===== config.mk =====
export PLATFORM = sky130hd
export DESIGN_NAME = polynomial_bisection_root_core_flat
export DESIGN_NICKNAME = d
export VERILOG_FILES = /design/src/design/pbr_pkg.sv /design/src/design/pbr_channels.sv /design/src/design/pbr_datapath.sv /design/src/design/pbr_controller.sv /design/src/design/polynomial_bisection_root_core.sv /design/src/flat_wrapper.sv
export SDC_FILE = /design/constraint.sdc
export NUM_CORES = 2
export LEC_CHECK = 0
export ABC_AREA = 1
export BUFFER_PORTS_ARGS = -buffer_cell sky130_fd_sc_hd__clkbuf_2
export CAP_MARGIN = 20
export CORE_MARGIN = 8
export CORE_UTILIZATION = 30
export DETAILED_ROUTE_END_ITERATION = 10
export GPL_TIMING_DRIVEN = 0
export MAX_ROUTING_LAYER = met4
export PLACE_DENSITY = 0.52
export SLEW_MARGIN = 40
export SYNTH_ARGS = -nofsm -noshare
export SYNTH_HDL_FRONTEND = slang
export SYNTH_SLANG_ARGS = --single-unit

===== constraint.sdc =====
create_clock -name clock -period 8.65 [get_ports clock]
set_input_delay 1.73 -clock clock [delete_from_list [all_inputs] [get_ports clock]]
set_output_delay 1.73 -clock clock [all_outputs]
set_load 0.05 [all_outputs]

===== src/design/pbr_pkg.sv =====
// Shared constants, types and command codes of the polynomial bisection root finder.
package pbr_pkg;

   // Field widths.
   localparam int FIX_W      = 24;  // signed Q8.16 interval points
   localparam int FRAC_BITS  = 16;
   localparam int COEF_W     = 16;
   localparam int NUM_COEFS  = 6;
   localparam int COEF_IDX_W = $clog2(NUM_COEFS);
   localparam int ITER_W     = 6;

   // Configuration port.
   localparam int CSR_IDX_W  = COEF_IDX_W;
   localparam int CSR_DATA_W = COEF_W;

   // Default step cap.
   localparam int MAX_ITERATIONS_DEF = 48;

   // Horner datapath widths. The product is saturated and shifted down by the
   // fraction width before the coefficient is added, so the accumulator never
   // leaves 49 signed bits and the 64-bit saturating add never clips.
   localparam int ACC_W    = 49;
   localparam int LO_W     = 24;                  // unsigned low part of the accumulator
   localparam int PART_W   = ACC_W - LO_W;        // multiplier operand width
   localparam int PROD_W   = PART_W + FIX_W;      // partial product width
   localparam int HI_SHIFT = LO_W - FRAC_BITS;
   localparam int SUM_W    = PROD_W + HI_SHIFT;   // shifted full product
   localparam int CLAMP_W  = 48;                  // 64-bit range after the shift

   typedef logic signed [FIX_W-1:0]  fix_type;
   typedef logic signed [COEF_W-1:0] coef_type;
   typedef logic signed [ACC_W-1:0]  acc_type;

   // Register indexes.
   localparam logic [CSR_IDX_W-1:0] REG_COEF_0 = CSR_IDX_W'(0);
   localparam logic [CSR_IDX_W-1:0] REG_COEF_1 = CSR_IDX_W'(1);
   localparam logic [CSR_IDX_W-1:0] REG_COEF_2 = CSR_IDX_W'(2);
   localparam logic [CSR_IDX_W-1:0] REG_COEF_3 = CSR_IDX_W'(3);
   localparam logic [CSR_IDX_W-1:0] REG_COEF_4 = CSR_IDX_W'(4);
   localparam logic [CSR_IDX_W-1:0] REG_COEF_5 = CSR_IDX_W'(5);

   typedef enum logic [3:0] {
      S_IDLE,
      S_INIT,
      S_MUL_LO,
      S_MUL_HI,
      S_SUM,
      S_ACC,
      S_SIGN,
      S_DECIDE,
      S_BISECT,
      S_DONE
   } ctl_state_type;

   typedef enum logic [1:0] {
      EV_A,
      EV_B,
      EV_C
   } eval_sel_type;

   typedef enum logic [3:0] {
      DP_IDLE,
      DP_LOAD,
      DP_INIT,
      DP_MUL_LO,
      DP_MUL_HI,
      DP_SUM,
      DP_ACC,
      DP_SIGN,
      DP_BISECT,
      DP_OUTPUT
   } dp_op_type;

   typedef struct packed {
      dp_op_type    op;
      eval_sel_type sel;
   } dp_cmd_type;

   typedef struct packed {
      logic last_term;  // the coefficient just added was coef_0
      logic cont;       // bracketed and the interval is still wider than the tolerance
      logic at_max;     // the step cap is reached
   } dp_status_type;

endpackage


===== src/design/pbr_channels.sv =====
// Request and response channel interfaces of the polynomial bisection root finder.
interface pbr_req_if import pbr_pkg::*; ();
   logic                 valid;
   logic                 ready;
   fix_type              interval_start;
   fix_type              interval_end;
   logic [FIX_W-1:0]     tolerance;

   modport source (output valid, output interval_start, output interval_end,
                   output tolerance, input ready);
   modport sink   (input valid, input interval_start, input interval_end,
                   input tolerance, output ready);
endinterface

interface pbr_rsp_if import pbr_pkg::*; ();
   logic                 valid;
   logic                 ready;
   fix_type              root_estimate;
   fix_type              final_start;
   fix_type              final_end;
   logic [ITER_W-1:0]    iterations;
   logic                 bracketed;
   logic                 limit_hit;

   modport source (output valid, output root_estimate, output final_start,
                   output final_end, output iterations, output bracketed,
                   output limit_hit, input ready);
   modport sink   (input valid, input root_estimate, input final_start,
                   input final_end, input iterations, input bracketed,
                   input limit_hit, output ready);
endinterface


===== src/design/pbr_datapath.sv =====
// Datapath: coefficients, interval registers, shared Horner multiplier and result register.
module pbr_datapath import pbr_pkg::*; #(
   parameter int MAX_ITERATIONS = MAX_ITERATIONS_DEF
) (
   input  logic                  clock,
   input  logic                  reset,
   input  dp_cmd_type            cmd,
   output dp_status_type         status,
   input  logic                  csr_we,
   input  logic [CSR_IDX_W-1:0]  csr_index,
   input  logic [CSR_DATA_W-1:0] csr_wdata,
   input  fix_type               in_start,
   input  fix_type               in_end,
   input  logic [FIX_W-1:0]      in_tol,
   output fix_type               out_root,
   output fix_type               out_start,
   output fix_type               out_end,
   output logic [ITER_W-1:0]     out_iterations,
   output logic                  out_bracketed,
   output logic                  out_limit_hit
);

   localparam int IT_W     = $clog2(MAX_ITERATIONS + 1);
   localparam int ITX_W    = (IT_W > ITER_W) ? IT_W : ITER_W;
   localparam int ITER_CAP = (1 << ITER_W) - 1;

   localparam logic signed [SUM_W-1:0] CLAMP_MAX =
      {{(SUM_W - CLAMP_W + 1){1'b0}}, {(CLAMP_W - 1){1'b1}}};
   localparam logic signed [SUM_W-1:0] CLAMP_MIN =
      {{(SUM_W - CLAMP_W + 1){1'b1}}, {(CLAMP_W - 1){1'b0}}};

   typedef struct packed {
      logic neg;
      logic nz;
   } sign_type;

   function automatic logic opposite(sign_type x, sign_type y);
      return x.nz & y.nz & (x.neg ^ y.neg);
   endfunction

   coef_type                 coef_ff [NUM_COEFS];
   fix_type                  a_ff;
   fix_type                  b_ff;
   logic [FIX_W-1:0]         tol_ff;
   fix_type                  x_ff;
   acc_type                  acc_ff;
   logic signed [PROD_W-1:0] plo_ff;
   logic signed [PROD_W-1:0] phi_ff;
   logic signed [SUM_W-1:0]  q_ff;
   logic [COEF_IDX_W-1:0]    k_ff;
   sign_type                 fa_ff;
   sign_type                 fc_ff;
   logic                     br_ff;
   logic [IT_W-1:0]          it_ff;

   fix_type                  root_ff;
   fix_type                  start_ff;
   fix_type                  end_ff;
   logic [ITER_W-1:0]        iter_ff;
   logic                     brk_ff;
   logic                     lim_ff;

   logic signed [FIX_W:0]     mid_sum;
   fix_type                   mid;
   logic signed [FIX_W:0]     diff;
   logic                      cont;
   logic                      at_max;
   logic signed [PART_W-1:0]  mul_a;
   logic signed [PROD_W-1:0]  mul_p;
   logic signed [SUM_W-1:0]   q_in;
   logic signed [CLAMP_W-1:0] clamped;
   acc_type                   acc_in;
   acc_type                   acc_init;
   sign_type                  acc_sign;
   logic [ITX_W-1:0]          it_wide;
   logic [ITER_W-1:0]         it_sat;

   // Midpoint, rounded toward minus infinity.
   assign mid_sum = {a_ff[FIX_W-1], a_ff} + {b_ff[FIX_W-1], b_ff};
   assign mid     = mid_sum[FIX_W:1];

   assign diff   = {b_ff[FIX_W-1], b_ff} - {a_ff[FIX_W-1], a_ff};
   assign cont   = br_ff & (diff > $signed({1'b0, tol_ff}));
   assign at_max = (it_ff >= IT_W'(MAX_ITERATIONS));

   assign status.last_term = (k_ff == '0);
   assign status.cont      = cont;
   assign status.at_max    = at_max;

   // One shared multiplier: the accumulator is taken in a low unsigned half and
   // a high signed half, in the MUL_LO and MUL_HI steps.
   always_comb begin
      if (cmd.op == DP_MUL_HI) begin
         mul_a = acc_ff[ACC_W-1:LO_W];
      end else begin
         mul_a = {1'b0, acc_ff[LO_W-1:0]};
      end
      mul_p = mul_a * x_ff;
   end

   // floor(product / 2^16) from the two partial products.
   assign q_in = (SUM_W'(phi_ff) <<< HI_SHIFT) + SUM_W'(plo_ff >>> FRAC_BITS);

   always_comb begin
      if (q_ff > CLAMP_MAX) begin
         clamped = CLAMP_MAX[CLAMP_W-1:0];
      end else if (q_ff < CLAMP_MIN) begin
         clamped = CLAMP_MIN[CLAMP_W-1:0];
      end else begin
         clamped = q_ff[CLAMP_W-1:0];
      end
   end

   assign acc_in   = ACC_W'(clamped) + (ACC_W'(coef_ff[k_ff]) <<< FRAC_BITS);
   assign acc_init = ACC_W'(coef_ff[NUM_COEFS-1]) <<< FRAC_BITS;

   assign acc_sign.neg = acc_ff[ACC_W-1];
   assign acc_sign.nz  = |acc_ff;

   assign it_wide = ITX_W'(it_ff);
   assign it_sat  = (it_wide > ITX_W'(ITER_CAP)) ? ITER_W'(ITER_CAP) : ITER_W'(it_wide);

   // Coefficient registers.
   always_ff @(posedge clock) begin
      if (reset) begin
         for (int i = 0; i < NUM_COEFS; i++) begin
            coef_ff[i] <= '0;
         end
      end else if (csr_we) begin
         unique case (csr_index)
            REG_COEF_0: coef_ff[0] <= $signed(csr_wdata);
            REG_COEF_1: coef_ff[1] <= $signed(csr_wdata);
            REG_COEF_2: coef_ff[2] <= $signed(csr_wdata);
            REG_COEF_3: coef_ff[3] <= $signed(csr_wdata);
            REG_COEF_4: coef_ff[4] <= $signed(csr_wdata);
            REG_COEF_5: coef_ff[5] <= $signed(csr_wdata);
            default: ;
         endcase
      end
   end

   // Working registers.
   always_ff @(posedge clock) begin
      case (cmd.op)
         DP_LOAD: begin
            a_ff   <= in_start;
            b_ff   <= in_end;
            tol_ff <= in_tol;
            it_ff  <= '0;
            br_ff  <= 1'b0;
         end
         DP_INIT: begin
            case (cmd.sel)
               EV_A:    x_ff <= a_ff;
               EV_B:    x_ff <= b_ff;
               default: x_ff <= mid;
            endcase
            acc_ff <= acc_init;
            k_ff   <= COEF_IDX_W'(NUM_COEFS - 2);
         end
         DP_MUL_LO: plo_ff <= mul_p;
         DP_MUL_HI: phi_ff <= mul_p;
         DP_SUM:    q_ff   <= q_in;
         DP_ACC: begin
            acc_ff <= acc_in;
            k_ff   <= k_ff - COEF_IDX_W'(1);
         end
         DP_SIGN: begin
            case (cmd.sel)
               EV_A:    fa_ff <= acc_sign;
               EV_B:    br_ff <= opposite(fa_ff, acc_sign);
               default: fc_ff <= acc_sign;
            endcase
         end
         DP_BISECT: begin
            it_ff <= it_ff + IT_W'(1);
            if (opposite(fc_ff, fa_ff)) begin
               b_ff <= mid;
            end else begin
               a_ff  <= mid;
               fa_ff <= fc_ff;
            end
         end
         DP_OUTPUT: begin
            root_ff  <= mid;
            start_ff <= a_ff;
            end_ff   <= b_ff;
            iter_ff  <= it_sat;
            brk_ff   <= br_ff;
            lim_ff   <= cont & at_max;
         end
         default: ;
      endcase
   end

   assign out_root       = root_ff;
   assign out_start      = start_ff;
   assign out_end        = end_ff;
   assign out_iterations = iter_ff;
   assign out_bracketed  = brk_ff;
   assign out_limit_hit  = lim_ff;

endmodule


===== src/design/pbr_controller.sv =====
// Controller: sequences the Horner evaluations and bisection steps and owns the handshakes.
module pbr_controller import pbr_pkg::*; (
   input  logic          clock,
   input  logic          reset,
   input  logic          req_valid,
   output logic          req_ready,
   output logic          rsp_valid,
   input  logic          rsp_ready,
   output dp_cmd_type    cmd,
   input  dp_status_type status
);

   ctl_state_type state_ff, state_in;
   eval_sel_type  eval_ff, eval_in;
   logic          rsp_valid_ff, rsp_valid_in;
   logic          slot_free;

   assign slot_free = ~rsp_valid_ff | rsp_ready;

   always_ff @(posedge clock) begin
      if (reset) begin
         state_ff     <= S_IDLE;
         eval_ff      <= EV_A;
         rsp_valid_ff <= 1'b0;
      end else begin
         state_ff     <= state_in;
         eval_ff      <= eval_in;
         rsp_valid_ff <= rsp_valid_in;
      end
   end

   // Next state.
   always_comb begin
      state_in = state_ff;
      eval_in  = eval_ff;
      unique case (state_ff)
         S_IDLE: begin
            if (req_valid) begin
               state_in = S_INIT;
               eval_in  = EV_A;
            end
         end
         S_INIT:   state_in = S_MUL_LO;
         S_MUL_LO: state_in = S_MUL_HI;
         S_MUL_HI: state_in = S_SUM;
         S_SUM:    state_in = S_ACC;
         S_ACC:    state_in = status.last_term ? S_SIGN : S_MUL_LO;
         S_SIGN: begin
            unique case (eval_ff)
               EV_A: begin
                  eval_in  = EV_B;
                  state_in = S_INIT;
               end
               EV_B: begin
                  eval_in  = EV_C;
                  state_in = S_INIT;
               end
               default: state_in = S_DECIDE;
            endcase
         end
         S_DECIDE: state_in = (status.cont && !status.at_max) ? S_BISECT : S_DONE;
         S_BISECT: begin
            state_in = S_INIT;
            eval_in  = EV_C;
         end
         S_DONE: begin
            if (slot_free) begin
               state_in = S_IDLE;
            end
         end
         default: state_in = S_IDLE;
      endcase
   end

   // Outputs.
   always_comb begin
      cmd.sel      = eval_ff;
      cmd.op       = DP_IDLE;
      req_ready    = 1'b0;
      rsp_valid_in = rsp_valid_ff & ~rsp_ready;
      unique case (state_ff)
         S_IDLE: begin
            req_ready = 1'b1;
            if (req_valid) begin
               cmd.op = DP_LOAD;
            end
         end
         S_INIT:   cmd.op = DP_INIT;
         S_MUL_LO: cmd.op = DP_MUL_LO;
         S_MUL_HI: cmd.op = DP_MUL_HI;
         S_SUM:    cmd.op = DP_SUM;
         S_ACC:    cmd.op = DP_ACC;
         S_SIGN:   cmd.op = DP_SIGN;
         S_DECIDE: cmd.op = DP_IDLE;
         S_BISECT: cmd.op = DP_BISECT;
         S_DONE: begin
            if (slot_free) begin
               cmd.op       = DP_OUTPUT;
               rsp_valid_in = 1'b1;
            end
         end
         default: cmd.op = DP_IDLE;
      endcase
   end

   assign rsp_valid = rsp_valid_ff;

endmodule


===== src/design/polynomial_bisection_root_core.sv =====
// Top level of the bisection root finder for a polynomial of degree up to five.
//
// Usage: write the six signed coefficients coef_0..coef_5 through the csr_ port
// (index i selects coef_i, indexes above five are ignored) while the block is
// idle. Each request transaction carries an interval start, an interval end and
// a tolerance in Q8.16; each one produces exactly one response transaction with
// the final midpoint, the final bounds, the step count and two flags.
//
// Sequence: one Horner evaluation runs a setup step (INIT), five terms each
// through MUL_LO, MUL_HI, SUM and ACC on the single shared 25 x 24 multiplier,
// and a sign capture. The three initial evaluations at start, end and midpoint
// come first, then the decision; every bisection step adds a bisect step, one
// midpoint evaluation and the next decision. One request is in work at a time,
// so a new one is accepted only after the previous result has gone to the
// output register.
//
// Reset clears the coefficients to zero and drops any pending response. If the
// receiver stalls, the finished response waits in the output register while the
// next request is accepted and computed; its result then waits for the register.
module polynomial_bisection_root_core import pbr_pkg::*; #(
   parameter int MAX_ITERATIONS = MAX_ITERATIONS_DEF
) (
   input  logic                  clock,
   input  logic                  reset,
   pbr_req_if.sink               req_ch,
   pbr_rsp_if.source             rsp_ch,
   input  logic                  csr_we,
   input  logic [CSR_IDX_W-1:0]  csr_index,
   input  logic [CSR_DATA_W-1:0] csr_wdata
);

   dp_cmd_type    cmd;
   dp_status_type status;

   // The controller runs the sequence and the request and response handshakes.
   pbr_controller u_controller (
      .clock     (clock),
      .reset     (reset),
      .req_valid (req_ch.valid),
      .req_ready (req_ch.ready),
      .rsp_valid (rsp_ch.valid),
      .rsp_ready (rsp_ch.ready),
      .cmd       (cmd),
      .status    (status)
   );

   // The datapath holds the interval, the coefficients and the response payload.
   pbr_datapath #(
      .MAX_ITERATIONS (MAX_ITERATIONS)
   ) u_datapath (
      .clock          (clock),
      .reset          (reset),
      .cmd            (cmd),
      .status         (status),
      .csr_we         (csr_we),
      .csr_index      (csr_index),
      .csr_wdata      (csr_wdata),
      .in_start       (req_ch.interval_start),
      .in_end         (req_ch.interval_end),
      .in_tol         (req_ch.tolerance),
      .out_root       (rsp_ch.root_estimate),
      .out_start      (rsp_ch.final_start),
      .out_end        (rsp_ch.final_end),
      .out_iterations (rsp_ch.iterations),
      .out_bracketed  (rsp_ch.bracketed),
      .out_limit_hit  (rsp_ch.limit_hit)
   );

endmodule


===== src/flat_wrapper.sv =====
// flat-port wrapper written by rule: the top's interface ports become plain ports
module polynomial_bisection_root_core_flat import pbr_pkg::*;
#(
   parameter int MAX_ITERATIONS = MAX_ITERATIONS_DEF
)
  (clock, reset, csr_we, csr_index, csr_wdata, req_ch_valid, req_ch_interval_start, req_ch_interval_end, req_ch_tolerance, req_ch_ready, rsp_ch_valid, rsp_ch_root_estimate, rsp_ch_final_start, rsp_ch_final_end, rsp_ch_iterations, rsp_ch_bracketed, rsp_ch_limit_hit, rsp_ch_ready);
  pbr_req_if req_ch_i ();
  pbr_rsp_if rsp_ch_i ();
  input  logic clock;
  input  logic reset;
  input  logic csr_we;
  input  logic [CSR_IDX_W-1:0] csr_index;
  input  logic [CSR_DATA_W-1:0] csr_wdata;
  input wire logic [$bits(req_ch_i.valid)-1:0] req_ch_valid;
  input wire logic [$bits(req_ch_i.interval_start)-1:0] req_ch_interval_start;
  input wire logic [$bits(req_ch_i.interval_end)-1:0] req_ch_interval_end;
  input wire logic [$bits(req_ch_i.tolerance)-1:0] req_ch_tolerance;
  output wire logic [$bits(req_ch_i.ready)-1:0] req_ch_ready;
  output wire logic [$bits(rsp_ch_i.valid)-1:0] rsp_ch_valid;
  output wire logic [$bits(rsp_ch_i.root_estimate)-1:0] rsp_ch_root_estimate;
  output wire logic [$bits(rsp_ch_i.final_start)-1:0] rsp_ch_final_start;
  output wire logic [$bits(rsp_ch_i.final_end)-1:0] rsp_ch_final_end;
  output wire logic [$bits(rsp_ch_i.iterations)-1:0] rsp_ch_iterations;
  output wire logic [$bits(rsp_ch_i.bracketed)-1:0] rsp_ch_bracketed;
  output wire logic [$bits(rsp_ch_i.limit_hit)-1:0] rsp_ch_limit_hit;
  input wire logic [$bits(rsp_ch_i.ready)-1:0] rsp_ch_ready;
  assign req_ch_i.valid = req_ch_valid;
  assign req_ch_i.interval_start = req_ch_interval_start;
  assign req_ch_i.interval_end = req_ch_interval_end;
  assign req_ch_i.tolerance = req_ch_tolerance;
  assign req_ch_ready = req_ch_i.ready;
  assign rsp_ch_valid = rsp_ch_i.valid;
  assign rsp_ch_root_estimate = rsp_ch_i.root_estimate;
  assign rsp_ch_final_start = rsp_ch_i.final_start;
  assign rsp_ch_final_end = rsp_ch_i.final_end;
  assign rsp_ch_iterations = rsp_ch_i.iterations;
  assign rsp_ch_bracketed = rsp_ch_i.bracketed;
  assign rsp_ch_limit_hit = rsp_ch_i.limit_hit;
  assign rsp_ch_i.ready = rsp_ch_ready;
  polynomial_bisection_root_core #(.MAX_ITERATIONS(MAX_ITERATIONS)) u_core (.clock(clock), .reset(reset), .req_ch(req_ch_i), .rsp_ch(rsp_ch_i), .csr_we(csr_we), .csr_index(csr_index), .csr_wdata(csr_wdata));
endmodule

==> flow_metrics.py <==
metrics = {
    "cts": {
        "cts_buffers": 52,
        "clock_path_buffers": 3,
        "clkSlewWorstSetupHoldPaths_ns": 0.07,
        "clock-sinks": 484,
        "cts_max_level": 2,
        "cts_tree": "built",
        "clkLatencyLatePin_ns": 0.65,
        "cts-root-buf": "clkbuf_16",
    },
    "critical_path": {
        "worstPathMaxFanout": 10,
        "required_ns": 9.07,
        "cp-startpoint": "u_core.u_datapath.x_ff[23]$_DFFE_PN_",
        "r2r-start": "u_core.u_datapath.x_ff[23]$_DFFE_PN_",
        "r2r_cells": 26,
        "cp.arrival_ns": 8.86,
        "path_class": "reg2reg",
        "start_kind": "flop",
        "timing.rr.end": "u_core.u_datapath.plo_ff[46]$_DFFE_PN_",
        "crit_path_end_kind": "flop",
        "rrSetupSlack_ns": 0.21,
        "endpoint": "u_core.u_datapath.plo_ff[46]$_DFFE_PN_",
    },
    "drt": {
        "drt_wl_total_um": 164900,
        "wl_per_cell_um": 21.85,
        "drtAntennaViolNets": 0,
        "vias": 36430,
        "dr.pass1.iters": 6,
        "viasPerCell": 4.828,
        "drt_iter0_drc": 2912,
        "route.detailed.drc": 0,
    },
    "final_layout": {
        "drive_gt1_share_pct": 10.22,
        "nets": 6451,
        "area_delta_synth_final_pct": 13.98,
        "final_cell_area_sq_um": 54050,
        "utilization_pct": 34.28,
    },
    "die": {
        "die_y_um": 413.6,
        "placementRows": 146,
        "ios": 178,
        "core-area_sq_um": 157600,
        "dieArea_sq_um": 171000,
        "die_x_um": 413.6,
        "initial_utilization_pct": 30.08,
    },
    "timing": {
        "setup_violations": 0,
        "final.setup_skew_ns": 0.07848,
        "hold_viol": 0,
        "drv_slew": 0,
        "fmaxAchievable_mhz": 118.5,
        "fin_setup_tns_ns": 0,
        "slew_headroom_pct": 36.19,
        "tightestPinTransition_ns": 0.9572,
        "period_minus_slack_ns": 8.439,
        "fin_crit_sh_pct": 97.56,
    },
    "min_path": {
        "hp-class": "reg2reg",
        "hp-start": "u_core.u_datapath.plo_ff[18]$_DFFE_PN_",
    },
    "logic_synthesis": {
        "yosysWarnings": 0,
        "synth_edf_count": 474,
        "synth_nets": 6170,
        "synth_cell_type_count": 61,
        "synth-async-reset-ratio_pct": 0,
        "synth.ff_latch_count": 484,
        "synth-seq-area-share_pct": 30.44,
        "ys_dominant_reg_cell": "edfxtp_1",
        "syn_inst": 5150,
        "syn_area_sq_um": 47420,
        "synth.avg_cell_area_sq_um": 9.208,
    },
    "global_routing": {
        "grt_max_degree": 59,
        "grt_pass1_vias": 38270,
        "antenna_found_initial": 5,
        "overflow": 0,
        "grt_pass1_wl_um": 245600,
        "grt_util_all_layers_pct": 19.64,
    },
    "placed_design": {
        "place.gp.congestion": 0.9839,
        "postPlaceCellArea_sq_um": 51190,
        "dp_hpwl_um": 136500,
        "io_buffers": 176,
    },
    "flow_run": {
        "cap_viol_max_count": 0,
    },
    "run_status": {
        "outcome": "completed",
    },
}
[cell families (layout without fill, tap and decap cells)]
| kind of cell | Yosys count | count (layout) | share of synthesized area [%] |
|---|---|---|---|
| buffers and inverters | 1248 | 1569 | 10.01 |
| and+or+nand+nor | 1680 | 1680 | 14.12 |
| AOI/OAI and AO/OA | 652 | 652 | 7.990 |
| xor gates and xnor gates | 162 | 162 | 3.040 |
| DFF | 484 | 484 | 30.44 |
| other | 0 | 3 | 0 |
| adders and majority gates | 924 | 924 | 34.40 |
[flip-flops by register name, summed over array words and instances, names as in the netlist, 33 cells and up, named ones only]
name and count:
u_core.u_datapath.coef_ff 96, u_core.u_datapath.acc_ff 49, u_core.u_datapath.plo_ff 33, u_core.u_datapath.phi_ff 49
u_core.u_datapath.q_ff 57
[cells in the mapped netlist (7+ instances only)]
master    instances  area (sq um)
nand4_1          22         137.6
fa_1            633         12670
o211ai_1         23         172.7
dfxtp_1          10         200.2
a21oi_2          13         113.9
a21oi_1         259          1296
o21ai_0         180         900.9
o21ai_2          13         113.9
o22ai_1          17         106.4
xor2_1          113         989.7
inv_1          1065          3998
xnor2_1          46         402.9
a32o_1           16         160.2
nor4_1           19         118.9
nor2_1          613          2301
o21a_1           13         97.59
nand3_1          72         360.4
or2_2            27         168.9
edfxtp_1        474         14230
buf_2            31         155.2
buf_1            12         45.04
a21boi_0          7         52.55
ha_1            291          3641
nand2_1         873          3277
o21bai_1         13         97.59
clkbuf_1        124         465.5
a31oi_1          45         281.5
nor3_1           31         155.2
o21ai_1          18         90.09
a21o_1            9         67.56
[how the worst min path moves through the flow]
stage                                                      to  cells past startpoint  slack, ns
after floorplan           u_core.u_datapath.q_ff[0]$_DFFE_PN_                      0       0.40
after global placement    u_core.u_datapath.q_ff[0]$_DFFE_PN_                      0       0.40
after detailed placement  u_core.u_datapath.q_ff[1]$_DFFE_PN_                      0       0.40
after CTS                 u_core.u_datapath.q_ff[2]$_DFFE_PN_                      0       0.41
after global routing      u_core.u_datapath.q_ff[2]$_DFFE_PN_                      0       0.41
final                     u_core.u_datapath.q_ff[2]$_DFFE_PN_                      0       0.42
[layout by cell type, fill, tap and decap left out, types with 16 or more instances in the layout]
cell,count
nor4_1,18
fa_1,626
buf_4,49
nand2_1,866
or2_2,27
clkbuf_16,54
o21ai_4,16
o21ai_2,19
a21oi_1,253
edfxtp_1,474
nand4_1,22
buf_2,19
o21ai_0,156
inv_2,18
a21oi_2,18
xor2_1,102
a31oi_1,44
xnor2_1,43
inv_1,1045
a32o_1,16
clkbuf_2,191
nor3_1,29
o211ai_1,23
ha_1,277
o22ai_1,16
nand3_1,71
o21ai_1,21
clkbuf_1,98
nor2_1,602
clkinv_1,16
[per-layer routing]
layer  wire length [um]  vias up  GRT usage (%)  part of all wire (%)
met4               6070        0          5.745                   3.7
met1              72610    18200          26.45                    44
met5                  0        -              -                     0
met3              10180      267          2.533                   6.2
li1                   -    16670              -                     -
met2              76010     1293          31.12                    46
[worst max-delay path: stages (launching register included)]
cell and delay (ns):
edfxtp_1 0.92, clkinv_1 0.79, clkbuf_1 0.45, nor2_1 0.25
fa_1 0.48, fa_1 0.53, fa_1 0.45, fa_1 0.53
fa_1 0.46, fa_1 0.50, inv_1 0.05, fa_1 0.55
clkinvlp_4 0.25, ha_4 0.37, nand2_1 0.06, nor2_1 0.09
inv_1 0.06, nor3_2 0.25, nand4_1 0.12, inv_1 0.07
nand2_1 0.08, nand2_2 0.10, a21boi_2 0.08, o21ai_2 0.20
nand2_1 0.09, nand3_2 0.12, xor2_4 0.30
[area by class of cell]
type | instances | area (sq um)
Tap cell | 2072 | 2592
Timing Repair Buffer | 228 | 1479
Clock buffer | 60 | 1331
Buffer | 170 | 892.1
Sequential cell | 484 | 14430
Clock inverter | 34 | 396.6
Fill cell | 16270 | 103600
Multi-Input combinational cell | 3418 | 28840
Inverter | 1076 | 4066
Timing Repair inverter | 1 | 5.005
Antenna cell | 3 | 7.507
[timing repair]
item	4_1_cts	5_1_grt
hold buffers	0	0
buffers inserted	17	21
gates cloned	0	3
resized for setup	123	92
setup endpoints to repair	54	42
pin swaps	9	16
[through the flow]
| step | setup slack [ns] | hold WS [ns] | cells |
|---|---|---|---|
| after CTS | -0.02916 | 0.4102 | 7519 |
| after floorplan | 0.1794 | 0.4003 | 5150 |
| final | 0.2113 | 0.4154 | 7546 |
| after global placement | -3.150 | 0.4018 | 7398 |
| after detailed placement | -2.082 | 0.4045 | 7410 |
| after global routing | -0.04017 | 0.4141 | 7545 |
Power is not shown: default switching activity piles up to over one toggle a cycle in this logic, so the estimate is an artifact.
